### src/sv/ptb_pkg.sv
`default_nettype none
package ptb_pkg;

  localparam int TS_W         = 64;
  localparam int MASK_W       = 4;
  localparam int NUM_CHANNELS = 4;
  localparam int CH_FIELD_W   = 2;
  localparam int OUT_CNT_W    = 32;
  localparam int S_TDATA_W    = 72;
  localparam int M_TDATA_W    = 168;
  localparam int QUEUE_DEPTH  = 2;
  localparam int CFG_IDX_W    = 1;

  // Input tdata layout
  localparam int IN_TS_LSB   = 0;
  localparam int IN_MASK_LSB = IN_TS_LSB + TS_W;
  localparam int IN_LOST_LSB = IN_MASK_LSB + MASK_W;

  // Output tdata layout
  localparam int OUT_CH_LSB     = 0;
  localparam int OUT_START_LSB  = OUT_CH_LSB + CH_FIELD_W;
  localparam int OUT_PHOTON_LSB = OUT_START_LSB + TS_W;
  localparam int OUT_LOST_LSB   = OUT_PHOTON_LSB + OUT_CNT_W;
  localparam int OUT_EMPTY_LSB  = OUT_LOST_LSB + OUT_CNT_W;
  localparam int OUT_USED_W     = OUT_EMPTY_LSB + OUT_CNT_W;

  typedef enum logic [CFG_IDX_W-1:0] {
    CFG_BIN_WIDTH  = 1'b0,
    CFG_EMIT_EMPTY = 1'b1
  } cfg_idx_e;

  typedef enum logic [1:0] {
    BK_IDLE,
    BK_DIV,
    BK_EMIT
  } back_state_e;

  typedef struct packed {
    logic [TS_W-1:0]   timestamp;
    logic [MASK_W-1:0] hit_mask;   // channel mask, already gated by the strobe type
    logic              lost;
  } cmd_t;

endpackage
`default_nettype wire

### src/sv/ptb_fifo.sv
`default_nettype none
module ptb_fifo (
  input  wire logic          clk_i,
  input  wire logic          rst_ni,
  input  wire logic          push_i,
  input  wire ptb_pkg::cmd_t push_data_i,
  output logic               full_o,
  input  wire logic          pop_i,
  output logic               empty_o,
  output ptb_pkg::cmd_t      pop_data_o
);
  import ptb_pkg::*;

  localparam int PtrW = (QUEUE_DEPTH > 1) ? $clog2(QUEUE_DEPTH) : 1;
  localparam int CntW = $clog2(QUEUE_DEPTH + 1);
  localparam logic [PtrW-1:0] PtrLast = PtrW'(QUEUE_DEPTH - 1);
  localparam logic [CntW-1:0] CntFull = CntW'(QUEUE_DEPTH);

  cmd_t            mem_q [QUEUE_DEPTH];
  logic [PtrW-1:0] wr_ptr_q, wr_ptr_d, rd_ptr_q, rd_ptr_d;
  logic [CntW-1:0] fill_q, fill_d;
  logic            do_push, do_pop;

  assign full_o     = (fill_q == CntFull);
  assign empty_o    = (fill_q == '0);
  assign pop_data_o = mem_q[rd_ptr_q];
  assign do_push    = push_i && !full_o;
  assign do_pop     = pop_i && !empty_o;

  always_comb begin
    wr_ptr_d = wr_ptr_q;
    rd_ptr_d = rd_ptr_q;
    fill_d   = fill_q;
    if (do_push) begin
      wr_ptr_d = (wr_ptr_q == PtrLast) ? '0 : wr_ptr_q + 1'b1;
    end
    if (do_pop) begin
      rd_ptr_d = (rd_ptr_q == PtrLast) ? '0 : rd_ptr_q + 1'b1;
    end
    if (do_push && !do_pop) begin
      fill_d = fill_q + 1'b1;
    end else if (do_pop && !do_push) begin
      fill_d = fill_q - 1'b1;
    end
  end

  always_ff @(posedge clk_i or negedge rst_ni) begin
    if (!rst_ni) begin
      wr_ptr_q <= '0;
      rd_ptr_q <= '0;
      fill_q   <= '0;
    end else begin
      wr_ptr_q <= wr_ptr_d;
      rd_ptr_q <= rd_ptr_d;
      fill_q   <= fill_d;
    end
  end

  always_ff @(posedge clk_i) begin
    if (do_push) begin
      mem_q[wr_ptr_q] <= push_data_i;
    end
  end

endmodule
`default_nettype wire

### src/sv/ptb_front.sv
`default_nettype none
module ptb_front (
  input  wire logic                           clk_i,
  input  wire logic                           rst_ni,
  input  wire logic                           s_axis_tvalid,
  output logic                                s_axis_tready,
  // timestamp[63:0], channel_mask[67:64], lost_flag[68], zero pad
  input  wire logic [ptb_pkg::S_TDATA_W-1:0]  s_axis_tdata,
  // is_strobe[0]
  input  wire logic                           s_axis_tuser,
  output logic                                cmd_valid_o,
  input  wire logic                           cmd_ready_i,
  output ptb_pkg::cmd_t                       cmd_o
);
  import ptb_pkg::*;

  cmd_t decoded;
  logic full, empty;

  // Delta records carry no strobes: drop their channel bits here.
  always_comb begin
    decoded.timestamp = s_axis_tdata[IN_TS_LSB +: TS_W];
    decoded.hit_mask  = s_axis_tuser ? s_axis_tdata[IN_MASK_LSB +: MASK_W] : '0;
    decoded.lost      = s_axis_tdata[IN_LOST_LSB];
  end

  assign s_axis_tready = !full;
  assign cmd_valid_o   = !empty;

  ptb_fifo u_queue (
    .clk_i       (clk_i),
    .rst_ni      (rst_ni),
    .push_i      (s_axis_tvalid),
    .push_data_i (decoded),
    .full_o      (full),
    .pop_i       (cmd_ready_i),
    .empty_o     (empty),
    .pop_data_o  (cmd_o)
  );

endmodule
`default_nettype wire

### src/sv/ptb_div.sv
`default_nettype none
module ptb_div (
  input  wire logic                      clk_i,
  input  wire logic                      rst_ni,
  input  wire logic                      start_i,
  input  wire logic [ptb_pkg::TS_W-1:0]  divisor_i,
  input  wire logic [ptb_pkg::TS_W-1:0]  dvd_a_i,
  input  wire logic [ptb_pkg::TS_W-1:0]  dvd_b_i,
  output logic                           done_o,
  output logic [ptb_pkg::TS_W-1:0]       quo_a_o,
  output logic [ptb_pkg::TS_W-1:0]       rem_a_o,
  output logic [ptb_pkg::TS_W-1:0]       quo_b_o
);
  import ptb_pkg::*;

  localparam int StepW = $clog2(TS_W);

  logic             busy_q, busy_d, done_q, done_d;
  logic [StepW-1:0] step_q, step_d;
  logic [TS_W-1:0]  dsr_q, dsr_d;
  logic [TS_W-1:0]  rem_a_q, rem_a_d, qa_q, qa_d;
  logic [TS_W-1:0]  rem_b_q, rem_b_d, qb_q, qb_d;
  logic [TS_W:0]    trial_a, trial_b, diff_a, diff_b;
  logic             ge_a, ge_b;

  // One restoring step per cycle on both lanes, shared divisor.
  always_comb begin
    trial_a = {rem_a_q, qa_q[TS_W-1]};
    trial_b = {rem_b_q, qb_q[TS_W-1]};
    diff_a  = trial_a - {1'b0, dsr_q};
    diff_b  = trial_b - {1'b0, dsr_q};
    ge_a    = (trial_a >= {1'b0, dsr_q});
    ge_b    = (trial_b >= {1'b0, dsr_q});
  end

  always_comb begin
    busy_d  = busy_q;
    done_d  = 1'b0;
    step_d  = step_q;
    dsr_d   = dsr_q;
    rem_a_d = rem_a_q;
    qa_d    = qa_q;
    rem_b_d = rem_b_q;
    qb_d    = qb_q;
    if (start_i) begin
      busy_d  = 1'b1;
      step_d  = '0;
      dsr_d   = divisor_i;
      rem_a_d = '0;
      qa_d    = dvd_a_i;
      rem_b_d = '0;
      qb_d    = dvd_b_i;
    end else if (busy_q) begin
      step_d  = step_q + 1'b1;
      rem_a_d = ge_a ? diff_a[TS_W-1:0] : trial_a[TS_W-1:0];
      qa_d    = {qa_q[TS_W-2:0], ge_a};
      rem_b_d = ge_b ? diff_b[TS_W-1:0] : trial_b[TS_W-1:0];
      qb_d    = {qb_q[TS_W-2:0], ge_b};
      if (step_q == '1) begin
        busy_d = 1'b0;
        done_d = 1'b1;
      end
    end
  end

  always_ff @(posedge clk_i or negedge rst_ni) begin
    if (!rst_ni) begin
      busy_q <= 1'b0;
      done_q <= 1'b0;
      step_q <= '0;
    end else begin
      busy_q <= busy_d;
      done_q <= done_d;
      step_q <= step_d;
    end
  end

  always_ff @(posedge clk_i) begin
    dsr_q   <= dsr_d;
    rem_a_q <= rem_a_d;
    qa_q    <= qa_d;
    rem_b_q <= rem_b_d;
    qb_q    <= qb_d;
  end

  assign done_o  = done_q;
  assign quo_a_o = qa_q;
  assign rem_a_o = rem_a_q;
  assign quo_b_o = qb_q;

endmodule
`default_nettype wire

### src/sv/ptb_back.sv
`default_nettype none
module ptb_back #(
  parameter int COUNT_BITS   = 32
) (
  input  wire logic                           clk_i,
  input  wire logic                           rst_ni,
  input  wire logic                           cmd_valid_i,
  output logic                                cmd_ready_o,
  input  wire ptb_pkg::cmd_t                  cmd_i,
  input  wire logic [ptb_pkg::TS_W-1:0]       bin_width_i,
  input  wire logic                           emit_empty_i,
  output logic                                m_axis_tvalid,
  input  wire logic                           m_axis_tready,
  output logic [ptb_pkg::M_TDATA_W-1:0]       m_axis_tdata,
  output logic                                m_axis_tlast
);
  import ptb_pkg::*;

  localparam int ChW  = (NUM_CHANNELS > 1) ? $clog2(NUM_CHANNELS) : 1;
  localparam int PadW = M_TDATA_W - OUT_USED_W;
  localparam logic [ChW-1:0]        ChLast = ChW'(NUM_CHANNELS - 1);
  localparam logic [COUNT_BITS-1:0] CntMax = '1;

  back_state_e state_q, state_d;

  logic                  started_q, started_d;
  logic [TS_W-1:0]       start_q, start_d;
  logic [COUNT_BITS-1:0] cnt_q [NUM_CHANNELS];
  logic [COUNT_BITS-1:0] cnt_d [NUM_CHANNELS];
  logic [COUNT_BITS-1:0] lost_q, lost_d;
  logic [ChW-1:0]        chi_q, chi_d;

  cmd_t                  item_q, item_d;
  logic                  first_q, first_d;
  logic [TS_W-1:0]       new_start_q, new_start_d;
  logic [OUT_CNT_W-1:0]  empties_q, empties_d;

  logic                  out_valid_q, out_valid_d;
  logic [CH_FIELD_W-1:0] out_ch_q, out_ch_d;
  logic [TS_W-1:0]       out_start_q, out_start_d;
  logic [OUT_CNT_W-1:0]  out_photon_q, out_photon_d;
  logic [OUT_CNT_W-1:0]  out_lost_q, out_lost_d;
  logic [OUT_CNT_W-1:0]  out_empty_q, out_empty_d;
  logic                  out_last_q, out_last_d;

  logic [TS_W-1:0]         eff_len, quo_a, rem_a, quo_b, gap;
  logic                    pop, is_close, div_start, div_done;
  logic [NUM_CHANNELS-1:0] sel, hit_vec;
  logic                    later, out_free, step, finishing, apply;
  cmd_t                    cnt_item;

  assign eff_len     = (bin_width_i == '0) ? TS_W'(1) : bin_width_i;
  assign cmd_ready_o = (state_q == BK_IDLE);
  assign pop         = (state_q == BK_IDLE) && cmd_valid_i;
  assign is_close    = started_q && (cmd_i.timestamp >= start_q)
                       && ((cmd_i.timestamp - start_q) >= eff_len);
  assign div_start   = pop && (!started_q || is_close);

  ptb_div u_div (
    .clk_i     (clk_i),
    .rst_ni    (rst_ni),
    .start_i   (div_start),
    .divisor_i (eff_len),
    .dvd_a_i   (cmd_i.timestamp),
    .dvd_b_i   (start_q),
    .done_o    (div_done),
    .quo_a_o   (quo_a),
    .rem_a_o   (rem_a),
    .quo_b_o   (quo_b)
  );

  // Empty bins strictly between old and new start: floor(t/len) - floor(start/len) - 1
  assign gap = quo_a - quo_b - TS_W'(1);

  always_comb begin
    later = 1'b0;
    for (int i = 0; i < NUM_CHANNELS; i++) begin
      sel[i] = emit_empty_i || (cnt_q[i] != '0);
      if (i > int'(chi_q) && sel[i]) begin
        later = 1'b1;
      end
    end
  end

  assign out_free  = !out_valid_q || m_axis_tready;
  assign step      = (state_q == BK_EMIT) && (!sel[chi_q] || out_free);
  assign finishing = step && (chi_q == ChLast);

  // Next state
  always_comb begin
    state_d = state_q;
    unique case (state_q)
      BK_IDLE: begin
        if (div_start) begin
          state_d = BK_DIV;
        end
      end
      BK_DIV: begin
        if (div_done) begin
          state_d = first_q ? BK_IDLE : BK_EMIT;
        end
      end
      BK_EMIT: begin
        if (finishing) begin
          state_d = BK_IDLE;
        end
      end
      default: state_d = BK_IDLE;
    endcase
  end

  // Counter update: the closing record is counted into the fresh bin.
  always_comb begin
    cnt_item = cmd_i;
    apply    = pop && started_q && !is_close;
    for (int i = 0; i < NUM_CHANNELS; i++) begin
      cnt_d[i] = cnt_q[i];
    end
    lost_d = lost_q;
    if (finishing) begin
      cnt_item = item_q;
      apply    = 1'b1;
      for (int i = 0; i < NUM_CHANNELS; i++) begin
        cnt_d[i] = '0;
      end
      lost_d = '0;
    end
    for (int i = 0; i < NUM_CHANNELS; i++) begin
      hit_vec[i] = (i < MASK_W) ? cnt_item.hit_mask[i % MASK_W] : 1'b0;
    end
    if (apply) begin
      for (int i = 0; i < NUM_CHANNELS; i++) begin
        if (hit_vec[i] && cnt_d[i] != CntMax) begin
          cnt_d[i] = cnt_d[i] + 1'b1;
        end
      end
      if (cnt_item.lost && lost_d != CntMax) begin
        lost_d = lost_d + 1'b1;
      end
    end
  end

  // Datapath and output register
  always_comb begin
    started_d    = started_q;
    start_d      = start_q;
    chi_d        = chi_q;
    item_d       = item_q;
    first_d      = first_q;
    new_start_d  = new_start_q;
    empties_d    = empties_q;
    out_valid_d  = out_valid_q;
    out_ch_d     = out_ch_q;
    out_start_d  = out_start_q;
    out_photon_d = out_photon_q;
    out_lost_d   = out_lost_q;
    out_empty_d  = out_empty_q;
    out_last_d   = out_last_q;

    if (out_valid_q && m_axis_tready) begin
      out_valid_d = 1'b0;
    end

    if (pop) begin
      item_d  = cmd_i;
      first_d = !started_q;
    end

    if (state_q == BK_DIV && div_done) begin
      if (first_q) begin
        started_d = 1'b1;
        start_d   = item_q.timestamp - rem_a;
      end else begin
        new_start_d = item_q.timestamp - rem_a;
        chi_d       = '0;
        if (!emit_empty_i) begin
          empties_d = '0;
        end else if (gap[TS_W-1:OUT_CNT_W] != '0) begin
          empties_d = '1;
        end else begin
          empties_d = gap[OUT_CNT_W-1:0];
        end
      end
    end

    if (step) begin
      chi_d = chi_q + 1'b1;
      if (sel[chi_q]) begin
        out_valid_d  = 1'b1;
        out_ch_d     = CH_FIELD_W'(chi_q);
        out_start_d  = start_q;
        out_photon_d = OUT_CNT_W'(cnt_q[chi_q]);
        out_lost_d   = OUT_CNT_W'(lost_q);
        out_empty_d  = empties_q;
        out_last_d   = !later;
      end
    end

    if (finishing) begin
      start_d = new_start_q;
    end
  end

  always_ff @(posedge clk_i or negedge rst_ni) begin
    if (!rst_ni) begin
      state_q     <= BK_IDLE;
      started_q   <= 1'b0;
      start_q     <= '0;
      lost_q      <= '0;
      chi_q       <= '0;
      out_valid_q <= 1'b0;
      for (int i = 0; i < NUM_CHANNELS; i++) begin
        cnt_q[i] <= '0;
      end
    end else begin
      state_q     <= state_d;
      started_q   <= started_d;
      start_q     <= start_d;
      lost_q      <= lost_d;
      chi_q       <= chi_d;
      out_valid_q <= out_valid_d;
      for (int i = 0; i < NUM_CHANNELS; i++) begin
        cnt_q[i] <= cnt_d[i];
      end
    end
  end

  always_ff @(posedge clk_i) begin
    item_q       <= item_d;
    first_q      <= first_d;
    new_start_q  <= new_start_d;
    empties_q    <= empties_d;
    out_ch_q     <= out_ch_d;
    out_start_q  <= out_start_d;
    out_photon_q <= out_photon_d;
    out_lost_q   <= out_lost_d;
    out_empty_q  <= out_empty_d;
    out_last_q   <= out_last_d;
  end

  assign m_axis_tvalid = out_valid_q;
  assign m_axis_tlast  = out_last_q;
  assign m_axis_tdata  = {{PadW{1'b0}}, out_empty_q, out_lost_q, out_photon_q,
                          out_start_q, out_ch_q};

endmodule
`default_nettype wire

### src/sv/photon_time_binner.sv
// Plain record (no bin closed): queued, then popped and counted once the back end is idle;
// one a cycle while it stays idle. First record after reset: after its pop the divider loads,
// runs 64 divider steps and hands off before the next pop; no results. Bin-closing record:
// the same divider run, then an emit step per channel; m_axis_tready stalls hold the emits.
// The two-entry queue keeps taking requests while the back end works, until it is full.
// rst_ni (asynchronous, active low) clears control state and counters; bin width 1, empty bins emitted.
`default_nettype none
module photon_time_binner #(
  parameter int COUNT_BITS   = 32
) (
  input  wire logic                              clk_i,
  input  wire logic                              rst_ni,
  input  wire logic                              cfg_we_i,
  input  wire logic [ptb_pkg::CFG_IDX_W-1:0]     cfg_idx_i,
  input  wire logic [ptb_pkg::TS_W-1:0]          cfg_wdata_i,
  input  wire logic                              s_axis_tvalid,
  output logic                                   s_axis_tready,
  // timestamp[63:0], channel_mask[67:64], lost_flag[68], zero pad
  input  wire logic [ptb_pkg::S_TDATA_W-1:0]     s_axis_tdata,
  // is_strobe[0]
  input  wire logic                              s_axis_tuser,
  output logic                                   m_axis_tvalid,
  input  wire logic                              m_axis_tready,
  // channel[1:0], start_time[65:2], photon_count[97:66], lost_count[129:98],
  // empty_bins_after[161:130], zero pad
  output logic [ptb_pkg::M_TDATA_W-1:0]          m_axis_tdata,
  output logic                                   m_axis_tlast
);
  import ptb_pkg::*;

  logic [TS_W-1:0] bin_len_q, bin_len_d;
  logic            emit_empty_q, emit_empty_d;
  logic            cmd_valid, cmd_ready;
  cmd_t            cmd;

  always_comb begin
    bin_len_d    = bin_len_q;
    emit_empty_d = emit_empty_q;
    if (cfg_we_i) begin
      unique case (cfg_idx_e'(cfg_idx_i))
        CFG_BIN_WIDTH:  bin_len_d    = cfg_wdata_i;
        CFG_EMIT_EMPTY: emit_empty_d = cfg_wdata_i[0];
        default: ;
      endcase
    end
  end

  always_ff @(posedge clk_i or negedge rst_ni) begin
    if (!rst_ni) begin
      bin_len_q    <= TS_W'(1);
      emit_empty_q <= 1'b1;
    end else begin
      bin_len_q    <= bin_len_d;
      emit_empty_q <= emit_empty_d;
    end
  end

  ptb_front u_front (
    .clk_i         (clk_i),
    .rst_ni        (rst_ni),
    .s_axis_tvalid (s_axis_tvalid),
    .s_axis_tready (s_axis_tready),
    .s_axis_tdata  (s_axis_tdata),
    .s_axis_tuser  (s_axis_tuser),
    .cmd_valid_o   (cmd_valid),
    .cmd_ready_i   (cmd_ready),
    .cmd_o         (cmd)
  );

  ptb_back #(
    .COUNT_BITS   (COUNT_BITS)
  ) u_back (
    .clk_i         (clk_i),
    .rst_ni        (rst_ni),
    .cmd_valid_i   (cmd_valid),
    .cmd_ready_o   (cmd_ready),
    .cmd_i         (cmd),
    .bin_width_i   (bin_len_q),
    .emit_empty_i  (emit_empty_q),
    .m_axis_tvalid (m_axis_tvalid),
    .m_axis_tready (m_axis_tready),
    .m_axis_tdata  (m_axis_tdata),
    .m_axis_tlast  (m_axis_tlast)
  );

endmodule
`default_nettype wire

### config.mk
export PLATFORM = sky130hd
export DESIGN_NAME = photon_time_binner
export DESIGN_NICKNAME = d
export VERILOG_FILES = /design/src/sv/ptb_pkg.sv /design/src/sv/ptb_fifo.sv /design/src/sv/ptb_front.sv /design/src/sv/ptb_div.sv /design/src/sv/ptb_back.sv /design/src/sv/photon_time_binner.sv
export SDC_FILE = /design/constraint.sdc
export NUM_CORES = 2
export LEC_CHECK = 0
export BUFFER_PORTS_ARGS = -buffer_cell sky130_fd_sc_hd__buf_2
export CORE_MARGIN = 10
export CORE_UTILIZATION = 40
export DETAILED_ROUTE_END_ITERATION = 6
export SKIP_CTS_REPAIR_TIMING = 1
export SLEW_MARGIN = 10
export SYNTH_ARGS = -nofsm -noshare
export SYNTH_HDL_FRONTEND = slang
export SYNTH_SLANG_ARGS = --single-unit
### constraint.sdc
create_clock -name clk_i -period 13.4 [get_ports clk_i]
set_input_delay 2.68 -clock clk_i [delete_from_list [all_inputs] [get_ports clk_i]]
set_output_delay 2.68 -clock clk_i [all_outputs]
set_load 0.01 [all_outputs]
# == Word level (Yosys, flattened, before mapping) ==
# Memory sizes are Yosys's and may differ from the RTL's.
# Cells that the tools add are included.
# totals
register_bits,956
memories,1
output_inout_bits,171
mem_bits_rw,138
word_cells,193
in_bits,143
# memory_table
memory,depth,word_bits,read_ports,rd_ports_with_merged_regs,write_ports,line,text
u_front.u_queue.mem_q,2,69,1,0,1,ptb_fifo.sv:19,cmd_t mem_q [QUEUE_DEPTH];
# classes
mux,56
n_reduce_logical,58
addsub,17
order_cmp,9
n_eq_ne,14
bitwise,3
# ops
op,count
$mux W64,10
$mux W32,10
$sub A64 B64 Y64,5
$mux W128,2
$add A32 B1 Y32 const B,5
$ne A32 B32 Y1 const B,5
$reduce_bool A32 Y1,5
$ge A65 B64 Y1,2
$ge A64 B64 Y1,2
$bmux W32 S2,1
$logic_not A64 Y1,1
$sub A64 B1 Y64 const B,1
$logic_and A1 B1 Y1,21
$mux W1,18
$mux W2,9
$reduce_and A2 Y1,7
$mux W6,2
$reduce_bool A2 Y1,5
$logic_not A1 Y1,9
$logic_or A1 B1 Y1,7
$add A6 B1 Y6 const B,1
$eq A2 B2 Y1 const B,3
$eq A6 B6 Y1 const B,1
$pmux W2 S3,1
other kinds (17),24

# == Longest topological paths before layout ==
# depth
word_depth,13
mapped_depth,33
depth_no_buf,29

# == Cells and area by module ==
# A second synthesis with hierarchy kept.
# unflattened
cells_unflattened,6593
area_unflattened_um2,66517.5
# modules_own_cells
mod,seq_area_each_um2,n_inst,area_each_um2,cells_each
ptb_back,15635.0,1,37227.0,3962
ptb_div,8528.2,1,20986.4,2252
ptb_fifo,4244.1,1,5527.8,234
photon_time_binner,1629.1,1,2743.9,139
ptb_front,0.0,1,32.5,6

# == Least setup slack after synthesis ==
# Ideal clock, no wire load.
# synth_timing
path_kind,reg2reg
startpoint,register u_front.u_queue.rd_ptr_q
endpoint,"register u_back.u_div.qa_q[0] (netlist: u_back.u_div.quo_a_o[0]), enable pin"
path_buffers,5
path_slack_ns,3.870
path_stages_with_launch,31
setup_ns,0.481
arrival_time_ns,9.049
cell_sequence,dfrtp_1 -> clkbuf_1 -> buf_1 -> buf_1 -> mux2_2 -> ha_1 -> buf_2 -> nand4_1 -> or3_1 -> or2_1 -> nor4_1 -> a2111oi_0 -> o31ai_1 -> o221ai_1 -> or3b_1 -> o211ai_1 -> o211ai_1 -> xnor2_1 -> ha_1 -> nand2_1 -> nor3_1 -> a221o_1 -> a31oi_1 -> a22oi_1 -> o31ai_2 -> o21ai_1 -> nand2_1 -> clkinv_1 -> clkbuf_1 -> nor2_1 -> inv_1
# synth_rtl
item,line,text
from (decl),ptb_fifo.sv:20,"logic [PtrW-1:0] wr_ptr_q, wr_ptr_d, rd_ptr_q, rd_ptr_d;"
from (signal assigned),ptb_fifo.sv:54,rd_ptr_q <= rd_ptr_d;
to (signal assigned),ptb_div.sv:81,qa_q <= qa_d;
to (decl),ptb_div.sv:21,"logic [TS_W-1:0] rem_a_q, rem_a_d, qa_q, qa_d;"

==> reports/summary.txt <==
NumNets Final: 7,578
Sequential Area: 30,050 µm²
area of the multi-input gates: 33,080 µm²
CTS tree: done
Synth Area in XOR/XNOR: 4.148%
Clock Path Buffers: 3
status: completed
IO Port Bufs: 304
biggest regs: u_front.u_queue.mem_q: 138 flops, u_back.cnt_q: 128 flops, u_back.item_q: 69 flops
Area growth, synth to finish: 11.21%
most frequent cells in the layout: nand2_1, edfxtp_1, a21oi_1, o21ai_0, inv_1
routed length per instance: 22.60 µm
setup TNS: 0 ns
die height: 427.1 µm
share of cells above drive strength 1: 11.13%
# IOs: 314
DP Area: 69,460 µm²
sequential area share after synthesis: 45.31%
clock slew at reported path FFs: 0.06 ns
Synth cell types: 112
H-tree lvl count: 3
Layout fillers: 15,920
Total GRT Usage: 22.44%
CP max stage delay: 0.88 ns
post-detailed-route DRC marker count: 0
Biggest register: u_front.u_queue.mem_q
critical path class: flip-flop to flip-flop
Mapped Area: 66,300 µm²
Avg Cell Area, Syn: 9.532 µm²
vias per inst: 5.687
worst relative slew slack: 24.22%
critical path arrival: 10.84 ns
largest family of logic cells by synthesized area: compound AO/OA/AOI/OAI gates
ys async rst share: 28.06%
Max Fanout on Critical Path: 106
max FFs per register: 138
die area: 182,400 µm²
largest net degree at the start of global routing: 107
power density cells: 277.8 nW/µm²
warning count from the yosys run: 0
main flop type after synthesis: edfxtp_1
Worst-Skew Late Latency: 0.80 ns
fin area: 73,730 µm²
fin crit period: 10.37 ns
Pre-antenna DRT Iters: 5
required time worst endpoint: 13.87 ns
Die Wd: 427.1 µm
WHS: 0.3934 ns
first-pass GRT wire length: 317.6 mm
Final Hold Viols: 0
Clock Sinks: 1,094
post-route ant nets: 0
period utilization: 77.41%
min-delay worst type: flip-flop to flip-flop
Max Fclk: 96.40 MHz
CTS Root Buffer Type: clkbuf_16
WL final: 211.1 mm
vias in the first global route: 51,220
fin. max-slew vios: 0
routed vias: 53,130
Leak: 0.03040 µW
core box area: 164,800 µm²
CTS buffer count: 119
initial antenna violation count: 28
remaining global-route overflow: 0
post-synthesis simple-gate area fraction: 16.43%
Cells after Synth: 6,955
Fin Clk Skew: 0.05584 ns
final setup violation count: 0
#FFs+latches synth: 1,094
Worst Max-Slew Pin Slew: 1.121 ns
Initial Utilization: 40.23%
placer congestion estimate: 0.9168
Post-Synth Adder-Cell Area: 7.549%
critical path endpoint category: flip-flop
most used cell, CP: buf_4
Post-synth EDFFs: 659
mux share of post-synthesis cell area: 3.471%
Initial DRC Count: 4,771
post-synthesis compound-gate area fraction: 18.15%
commonest non-fill, non-tap cell in the layout: nand2_1
RSZ-0062 raised after global routing: false
Row Count: 149
Peak VDD IR: 0.0001901 V
Worst setup SP type: flip-flop
HPWL after detailed placement: 161.3 mm
Max stage delay cell, worst path: buf_4
max-cap viol count: 0
## path summary, 6_finish.rpt
check                                          from                        to  slack (ns)  cells after the start
min in group asynchronous                    rst_ni    u_back.u_div.step_q[3]        1.85                      1
setup / recovery           u_front.u_queue.rd_ptr_q  u_back.u_div.quo_b_o[34]        3.03                     28
setup reg to reg           u_front.u_queue.rd_ptr_q  u_back.u_div.quo_b_o[34]        3.03                     28
hold reg to reg                u_back.empties_q[28]    u_back.out_empty_q[28]        0.39                      0
hold / removal                 u_back.empties_q[28]    u_back.out_empty_q[28]        0.39                      0
max in group asynchronous                    rst_ni          u_back.cnt_q[85]        9.30                      3
## worst max-delay path, delay by kind of cell (launching register included)
family | cells | cell delay, ns
DFF | 1 | 0.84
muxes | 1 | 0.44
AOI/OAI and AO/OA | 12 | 2.99
xor gates and xnor gates | 1 | 0.14
and+or+nand+nor | 7 | 1.85
adders and majority gates | 2 | 0.76
buffers and inverters | 5 | 2.85
## through the flow
stage	setup slack, ns	power, µW	utilization [%]	std cells
after floorplan	3.870	13690	-	6960
after global placement	3.303	16660	42.15	9106
after detailed placement	3.188	16790	42.15	9106
after CTS	3.162	20440	44.72	9334
after global routing	2.419	22020	44.73	9337
final	3.026	20480	44.74	9342
## area by class of cell
| type | instances | share of cell area [%] |
|---|---|---|
| clock buffer | 153 | 4.336 |
| tap | 2189 | 3.715 |
| multi-input combinational | 5025 | 44.87 |
| clock inverter | 75 | 1.419 |
| inverter | 441 | 2.261 |
| timing repair buffer | 357 | 2.617 |
| antenna | 8 | 0.02715 |
| sequential | 1094 | 40.75 |
## cell families (layout without fill, tap and decap cells)
kind of cell / count (synthesis) / count (layout)
xor gates and xnor gates: 314 / 314
and+or+nand+nor: 2256 / 2256
DFF: 1094 / 1094
buffers and inverters: 841 / 1026
adders and majority gates: 397 / 397
other: 1 / 14
AOI/OAI and AO/OA: 1872 / 1872
muxes: 180 / 180
## cells in the mapped netlist, types with 28 or more instances
cell      count  area (µm²)
nand2_1     846        3176
edfxtp_1    659       19790
a21oi_1     509        2547
o21ai_0     468        2342
inv_1       439        1648
nor2_1      399        1498
ha_1        392        4905
clkbuf_1    319        1197
dfrtp_1     305        7632
a21o_1      210        1577
xnor2_1     194        1699
nand3_1     155       775.7
nor3_1      148       740.7
nand4_1     131       819.5
dfxtp_1     128        2562
xor2_1      120        1051
a211oi_1     92       690.7
nor4_1       86       538.0
and3_1       82       513.0
nand2b_1     80       500.5
mux2_2       79       889.6
mux2i_1      69       690.7
a31oi_1      68       425.4
or3_1        68       425.4
o21a_1       54       405.4
and2_1       52       325.3
nor2b_1      50       312.8
o31ai_1      50       375.4
o211ai_1     47       352.8
buf_2        43       215.2
o21bai_1     42       315.3
or4_1        42       315.3
a22oi_1      41       307.8
mux4_2       32       720.7
a21boi_2     30       337.8
and4_1       28       245.2
or2_2        28       175.2
## power by group
| group | internal, µW | total, µW | switching [µW] |
|---|---|---|---|
| clock | 2060 | 3560 | 1500 |
| sequential | 4610 | 5280 | 673 |
| combinational | 4440 | 11600 | 7200 |
## routing by layer
metal | share of wire [%] | vias to the layer above | GRT usage, %
met1 | 42 | 25670 | 28.40
met3 | 5.5 | 390 | 3.272
met5 | 0.016 | - | 0
met2 | 48 | 1563 | 38.38
li1 | - | 25500 | -
met4 | 4.7 | 4 | 9.056
Note: power is estimated with default switching activity, not from simulation.
